`config.mk`:
```
export PLATFORM = sky130hd
export DESIGN_NAME = sst_cell
export DESIGN_NICKNAME = d
export VERILOG_FILES = /design/src/hw/rtl/sst_pkg.sv /design/src/hw/rtl/sst_cell.sv
export SDC_FILE = /design/constraint.sdc
export NUM_CORES = 1
export LEC_CHECK = 0
export ABC_AREA = 1
export BUFFER_PORTS_ARGS = -buffer_cell sky130_fd_sc_hd__buf_2
export CAP_MARGIN = 20
export CORE_MARGIN = 2
export CORE_UTILIZATION = 45
export CTS_BUF_LIST = sky130_fd_sc_hd__clkbuf_16
export DETAILED_ROUTE_END_ITERATION = 16
export PLACE_DENSITY = 0.92
export SYNTH_ARGS = -nofsm -noshare
export SYNTH_HDL_FRONTEND = slang
export SYNTH_SLANG_ARGS = --single-unit
```
`constraint.sdc`:
```
create_clock -name clk -period 3 [get_ports clk]
set_input_delay 0.6 -clock clk [delete_from_list [all_inputs] [get_ports clk]]
set_output_delay 0.6 -clock clk [all_outputs]
set_load 0.02 [all_outputs]
```
`src/hw/rtl/sst_pkg.sv`:
```
// ----------------------------------------------------------------------------
// sst_pkg: shared types and constants for the sorted set table
// Sizes, operation and status codes, and the cell interface structs.
// ----------------------------------------------------------------------------
`default_nettype none

package sst_pkg;

  localparam int CAPACITY  = 64;
  localparam int KEY_WIDTH = 32;

  localparam int KEY_W   = KEY_WIDTH;
  localparam int IDX_W   = (CAPACITY > 1) ? $clog2(CAPACITY) : 1;
  localparam int CNT_W   = $clog2(CAPACITY + 1);
  localparam int RANK_W  = 6;
  localparam int COUNT_W = 7;
  localparam int ELEM_W  = 32;
  localparam int IN_KEY_W = 32;
  localparam int CMP_W   = ((CNT_W > RANK_W) ? CNT_W : RANK_W) + 1;

  typedef enum logic [1:0] {
    OP_INSERT = 2'd0,
    OP_ERASE  = 2'd1,
    OP_QUERY  = 2'd2,
    OP_READ   = 2'd3
  } op_t;

  typedef enum logic [1:0] {
    ST_OK    = 2'd0,
    ST_FULL  = 2'd1,
    ST_RANGE = 2'd2
  } status_t;

  typedef struct packed {
    logic ins;
    logic del;
  } ctl_t;

  typedef struct packed {
    logic             valid;
    logic [KEY_W-1:0] key;
  } ent_t;

endpackage

`default_nettype wire

```
`src/hw/rtl/sst_cell.sv`:
```
// ----------------------------------------------------------------------------
// sst_cell: one slot of the sorted set table
// Holds one key, compares it against the request key and takes its next
// value from itself, the request, or a neighbor on insert/erase shifts.
// ----------------------------------------------------------------------------
`default_nettype none

module sst_cell (
  input  wire logic                       clk,
  input  wire logic                       rst_n,
  input  wire logic [sst_pkg::IDX_W-1:0]  idx,
  input  wire logic [sst_pkg::KEY_W-1:0]  key,
  input  wire logic [sst_pkg::RANK_W-1:0] rank,
  input  wire sst_pkg::ctl_t              ctl,
  input  wire sst_pkg::ent_t              prev_ent,
  input  wire logic                       prev_below,
  input  wire sst_pkg::ent_t              next_ent,
  output sst_pkg::ent_t                   ent,
  output logic                            below,
  output logic                            eq,
  output logic [sst_pkg::KEY_W-1:0]       rd_data
);

  logic                      valid_r, valid_nxt;
  logic [sst_pkg::KEY_W-1:0] key_r, key_nxt;
  logic                      is_pos;
  logic                      rank_hit;

  assign below    = valid_r && (key_r < key);
  assign is_pos   = !below && (idx == '0 || prev_below);
  assign eq       = is_pos && valid_r && (key_r == key);
  assign rank_hit = (sst_pkg::CMP_W'(idx) == sst_pkg::CMP_W'(rank)) && valid_r;
  assign rd_data  = rank_hit ? key_r : '0;
  assign ent      = '{valid: valid_r, key: key_r};

  always_comb begin
    valid_nxt = valid_r;
    key_nxt   = key_r;
    if (ctl.ins && !below) begin
      if (is_pos) begin
        valid_nxt = 1'b1;
        key_nxt   = key;
      end else begin
        valid_nxt = prev_ent.valid;
        key_nxt   = prev_ent.key;
      end
    end else if (ctl.del && !below) begin
      valid_nxt = next_ent.valid;
      key_nxt   = next_ent.key;
    end
  end

  always_ff @(posedge clk) begin
    if (!rst_n) begin
      valid_r <= 1'b0;
    end else begin
      valid_r <= valid_nxt;
    end
  end

  always_ff @(posedge clk) begin
    key_r <= key_nxt;
  end

endmodule

`default_nettype wire

```
# After elaboration in Yosys (flattened, before gate mapping)
# Cells that the tools add are included.
dict set report op_classes {
  n_lt_le_gt_ge 1
  mux 7
  reduce_logical 11
  n_eq_ne 2
}
# cell n
set op_table {}
lappend op_table {{32-bit two-way mux} 4}
lappend op_table {{32-bit == test} 1}
lappend op_table {{32-bit < comparator} 1}
lappend op_table {{1-bit logical AND} 7}
lappend op_table {{6-bit == test} 1}
lappend op_table {{6-bit logical NOT} 1}
lappend op_table {{1-bit two-way mux} 3}
lappend op_table {{2-bit nonzero test} 1}
lappend op_table {{1-bit logical NOT} 1}
lappend op_table {{1-bit logical OR} 1}
dict set report totals {
  register_bits 33
  wordCells 23
  output_inout_bits 67
  input_bits 115
}

# Depth between registers and ports, before layout
dict set report depth {
  word_depth 6
  mapped_depth 18
}

# Least setup slack after synthesis
# Ideal clock, no wire load.
dict set report synth_path {
  path_type {input to register}
  startpoint {input key[23] in the netlist's numbering}
  endpoint {register key_r[0] in the netlist's numbering (enable)}
  path_stages 11
  n_path_buf 1
  setup_slack_ns 0.321
  t_arrival_ns 2.292
  setup_time_ns 0.387
  path_cell_list {inv_1 > ha_1 > nand2_1 > nor2_1 > nand4_1 > nor2_2 > nand2_1 > nand2_2 > buf_6 > nand2_1 > inv_1}
}
dict set report synth_via {
  elab_chain_len 5
  elab_cells_between_ends 6
}
# item line
set synth_rtl {}
lappend synth_rtl {{start: declaration} sst_cell.sv:12} ;# input wire logic [sst_pkg::KEY_W-1:0] key,
lappend synth_rtl {{32-bit < comparator *} sst_cell.sv:29} ;# assign below = valid_r && (key_r < key);
lappend synth_rtl {{1-bit logical AND *} sst_cell.sv:29}
lappend synth_rtl {{1-bit logical NOT *} {sst_cell.sv:39, sst_cell.sv:47}}
lappend synth_rtl {{1-bit logical AND, on equally long branches} {sst_cell.sv:39, sst_cell.sv:47}}
lappend synth_rtl {{2-bit nonzero test (no source line) *} -}
lappend synth_rtl {{end signal: assignment} sst_cell.sv:62} ;# key_r <= key_nxt;
lappend synth_rtl {{end: declaration} sst_cell.sv:25} ;# logic [sst_pkg::KEY_W-1:0] key_r, key_nxt;
# Mark *: on every way between the ends. The rest lies on a longest branch, timed or not.
# A chain may end at the register's enable or synchronous reset.

# Worst setup path after layout
dict set report layout_path {
  startpoint {register key_r[23] in the netlist's numbering}
  endpoint {output eq}
}
dict set report layout_via {
  elab_chain_len 6
  elab_cells_between_ends 7
}
# item line
set layout_rtl {}
lappend layout_rtl {{32-bit < comparator} sst_cell.sv:29}
lappend layout_rtl {{1-bit logical AND} sst_cell.sv:29}
lappend layout_rtl {{1-bit logical NOT} sst_cell.sv:30} ;# assign is_pos = !below && (idx == '0 || prev_below);
lappend layout_rtl {{1-bit logical AND} sst_cell.sv:30}
lappend layout_rtl {{1-bit logical AND} sst_cell.sv:31} ;# assign eq = is_pos && valid_r && (key_r == key);
lappend layout_rtl {{1-bit logical AND *} sst_cell.sv:31}
lappend layout_rtl {{end: declaration} sst_cell.sv:20} ;# output logic eq,
# Marks and branches as above.

==> metrics list <==
* Final Setup Violations: 0
- Of the post-synthesis cell area, the dominant cell type holds 29.8%.
- After synthesis, flip-flops and latches occupy 30.4% of the total area.
- STA classifies the critical path endpoint as an output port.
* Maximum capacitance violations: 0
- Async set-reset flop share out of synthesis: 0%
- The number of antenna diodes in the final layout is 0.
- Buffer count from post-CTS setup fixing: 0
* Worst Max-Slew Pin Slew: roughly 0.56 ns
- The floorplan step defined a core boundary enclosing slightly below 7000 sq um.
- The wire-length estimate of the detail-placed layout is 7.70 mm.
- Routability-driven placement congestion ratio: just under 0.8
- The critical path goes through ha_1 -> nand2_1 -> nor2_1 -> nand4_1 -> nor2_2 -> nand2_1 -> nand2_2 -> nand2_1 -> nor2_1 -> buf_2.
- Dividing total power by cell area gives a power density of around 450 nW/um^2.
- The worst register-to-register path has a depth of 11.
- The synthesized design contains 32 enable-type register cells.
- The clock arrives with between 0.003 and 0.004 ns of skew.
- Worst endpoint data arrival time: 2.11 ns
- After Yosys synthesis, full adders, half adders and majority gates account for around an eighth of the synthesized area.
- Number of synthesis warnings: 0
* Max VDD drop: approximately 0.24 mV
- The worst path uses about 90% of the clock period.
* Outcome: finished clean
* TritonCTS Buffers: 5
- Worst-case headroom to the max-slew limit: 62.6%
- Cell chosen for the clock root: sky130_fd_sc_hd__clkbuf_16
- Top post-synthesis cells by area: sky130_fd_sc_hd__edfxtp_1 30%, sky130_fd_sc_hd__nand2_1 16%, sky130_fd_sc_hd__o2111ai_2 14%, sky130_fd_sc_hd__ha_1 12%, sky130_fd_sc_hd__inv_1 8.7%
* Data required time at the worst endpoint: roughly 2.4 ns
- Post-synthesis register bit count: 33
- The worst setup path is launched from a register.
- Synth area leader: sky130_fd_sc_hd__edfxtp_1
- The most used flip-flop cell after synthesis is sky130_fd_sc_hd__edfxtp_1.
- The largest single stage delay on the critical path is 0.43 ns.
* Global-route congestion overflow total: 0
- The worst hold path terminates at valid_r$_SDFFE_PN0P_.
* Routed wire length: just under 10 mm
- After synthesis, the netlist uses 30 different library cells.
- Final setup TNS: 0 ns
- The number of global-route vias before repair came to between 3000 and 4000.
* Initial antenna violation count: 0
- For this run, the total global-route usage over all layers was measured as 23.3%.
- Wire length of the first global-routing pass: between 10 and 15 mm
* Number of top-level pins: around 180
- The worst setup path is of the register to output port kind.
- Synthesis produced a netlist whose cell count is 421.
* Residual antenna-violating net count after detailed routing: 0
- The die covers 7860 sq um.
- The synthesized netlist devotes roughly 18% of its cell area to compound gates.
* Via count of the routed design: about 3400
- CTS Hold Bufs: 0
- Clock latency on the worst-skew pair, taken at its later pin, is roughly 0.27 ns.
* Dominant combinational cell family by area after synthesis: simple AND/OR/NAND/NOR gates
- The area growth from synthesis to layout is 34.0%.
- Average instance area after synthesis: 7.66 sq um
- After clock tree synthesis, the clock-pin slew on the worst setup and hold paths is about 0.050 ns.
* Number of failing hold endpoints at the final stage: 0
- In this run the deepest clock path goes through 2 buffers.
* Sinks on Clock Net: 33
- Fraction of layout cells with a size suffix above 1: between 30% and 40%
* Reg2reg setup slack: between 0.6 and 0.7 ns
* Post-synthesis mux area share: 0%
- Placement row count: 30
- For this run, the detailed router's first-pass iteration total came to 4.
* Count of H-tree levels built during CTS: 2
* CP Max Fanout: 6
- Net Count, Synth: ~570
- Drt initial violations: between 150 and 200
- Remaining DRCs: 0
* Leading cell type by number of instances after synthesis: sky130_fd_sc_hd__nand2_1
- Worst reg2reg path endpoint: key_r[30]$_DFFE_PP_
* Simple-gate share of the synthesized area: 24.4%
- Critical-path top delay cell: sky130_fd_sc_hd__edfxtp_1
* Number of nets in the layout: between 700 and 800
* Leak Pwr: 2.50 nW
- Using the TritonRoute via totals, the vias-per-cell ratio works out to 4.96.
- Once placement completed, the tool counted placed cells totaling 685.
- In the synthesized netlist, the cells that appear most often are 134 x sky130_fd_sc_hd__nand2_1, 75 x sky130_fd_sc_hd__inv_1, 54 x sky130_fd_sc_hd__nor2_1.
* Crit path top cell by count: sky130_fd_sc_hd__nand2_1
- Pin count of the biggest net entering global routing: 33
- Max Transition Viols Final: 0
- Dividing the detail-routed wire length by the instance count gives approximately 14 microns.
* Post-synthesis share of cell area spent on xor and xnor gates: under 10%
- In this run, post-CTS repair resized a total of 0 instances.
* Hold Path Class: input port to register
- Non-filler instance count after layout: 693
- Setup repair after global routing left no endpoint under its margin.
* Source of the worst hold timing path: rst_n
- CTS tree: done
* Floorplan die height: between 80 and 90 microns
- Peak Freq: 370 MHz
- Initial Utilization: between 40% and 50%
- The startpoint identified for the worst register-to-register timing path is key_r[23]$_DFFE_PP_.
* Worst setup path startpoint: key_r[23]$_DFFE_PP_
- Post-layout min period: roughly 2.7 ns
* Total of buffers placed on input and output ports: roughly 180
- Die X: 88.6 microns
- Number of cells on the worst hold path: 3
* Synthesized area: 3220 sq um
per-layer routing:
metal  share of wire [%]  track usage, %  vias to the layer above
met5                   0               0                        -
li1                    -               -                     1717
met1                  38            24.8                     1550
met4                 1.6            7.30                        0
met2                  54            46.3                      155
met3                 6.3            3.54                       14
flip-flops by register name (all words and copies together) (netlist names):
| register | cells |
|---|---|
| key_r | 32 |
| valid_r | 1 |
worst max-delay path: cells and delay by family, from the launching register on:
| kind | cells | cell delay [ns] |
|---|---|---|
| fa+ha+maj | 1 | 0.32 |
| buf+inv | 1 | 0.17 |
| flops | 1 | 0.43 |
| simple gates | 8 | 0.92 |
power breakdown:
group	switching (mW)	internal (mW)
clock network	0.180	0.300
registers	0.0679	0.618
logic	0.475	0.292
cell usage in the layout (no fill, tap or decap), types with 2 or more instances in the layout:
| master | Yosys | layout |
|---|---|---|
| sky130_fd_sc_hd__buf_2 | 10 | 181 |
| sky130_fd_sc_hd__nand2_1 | 134 | 134 |
| sky130_fd_sc_hd__inv_1 | 75 | 75 |
| sky130_fd_sc_hd__nor2_1 | 54 | 54 |
| sky130_fd_sc_hd__ha_1 | 32 | 32 |
| sky130_fd_sc_hd__edfxtp_1 | 32 | 32 |
| sky130_fd_sc_hd__o2111ai_2 | 29 | 29 |
| sky130_fd_sc_hd__a21oi_1 | 12 | 12 |
| sky130_fd_sc_hd__buf_4 | 1 | 8 |
| sky130_fd_sc_hd__clkbuf_16 | 0 | 5 |
| sky130_fd_sc_hd__nand4_1 | 4 | 4 |
| sky130_fd_sc_hd__nand3_1 | 3 | 3 |
| sky130_fd_sc_hd__o21ai_0 | 3 | 3 |
| sky130_fd_sc_hd__xnor2_1 | 3 | 3 |
| sky130_fd_sc_hd__nand2_2 | 2 | 2 |
| sky130_fd_sc_hd__o2111ai_1 | 2 | 2 |
| sky130_fd_sc_hd__o211ai_1 | 2 | 2 |
| sky130_fd_sc_hd__xor2_1 | 2 | 2 |
| sky130_fd_sc_hd__clkinv_1 | 0 | 2 |
cells by family after synthesis:
kind of cell               count (synthesis)
DFF                                       33
AOI/OAI and AO/OA                         52
xor gates and xnor gates                   5
and+or+nand+nor                          201
buffers and inverters                     98
adders and majority gates                 32
how the worst max path moves through the flow:
stage | end | depth (start not counted)
floorplan | key_r[0]$_DFFE_PP_ | 11
global placement | eq | 12
detailed placement | eq | 12
CTS | eq | 10
global route | eq | 10
finish | eq | 10
area by class of cell:
cell class / count / area [sq um]
inverters: 76 / 285
flip-flops and latches: 33 / 981
repair buffers: 190 / 986
multi-input cells: 290 / 1810
fillers: 626 / 2550
clock inverters: 3 / 12.5
clock buffers: 5 / 125
well taps: 96 / 120
per-stage QoR:
stage | hold WS [ns] | setup slack, ns | instance area (sq um) | util (%) | power [mW]
5_1_grt | 0.555 | 0.00319 | 4320 | 62.9 | 2.06
3_5_place_dp | 0.605 | 0.280 | 4180 | 60.9 | 1.46
6_report | 0.559 | 0.295 | 4320 | 62.9 | 1.93
3_3_place_gp | 0.594 | 0.298 | 4180 | 60.9 | 1.42
2_1_floorplan | 0.534 | 0.321 | 3220 | - | 1.20
4_1_cts | 0.557 | 0.250 | 4320 | 62.9 | 1.95
Note: power is estimated with default switching activity, not from simulation.
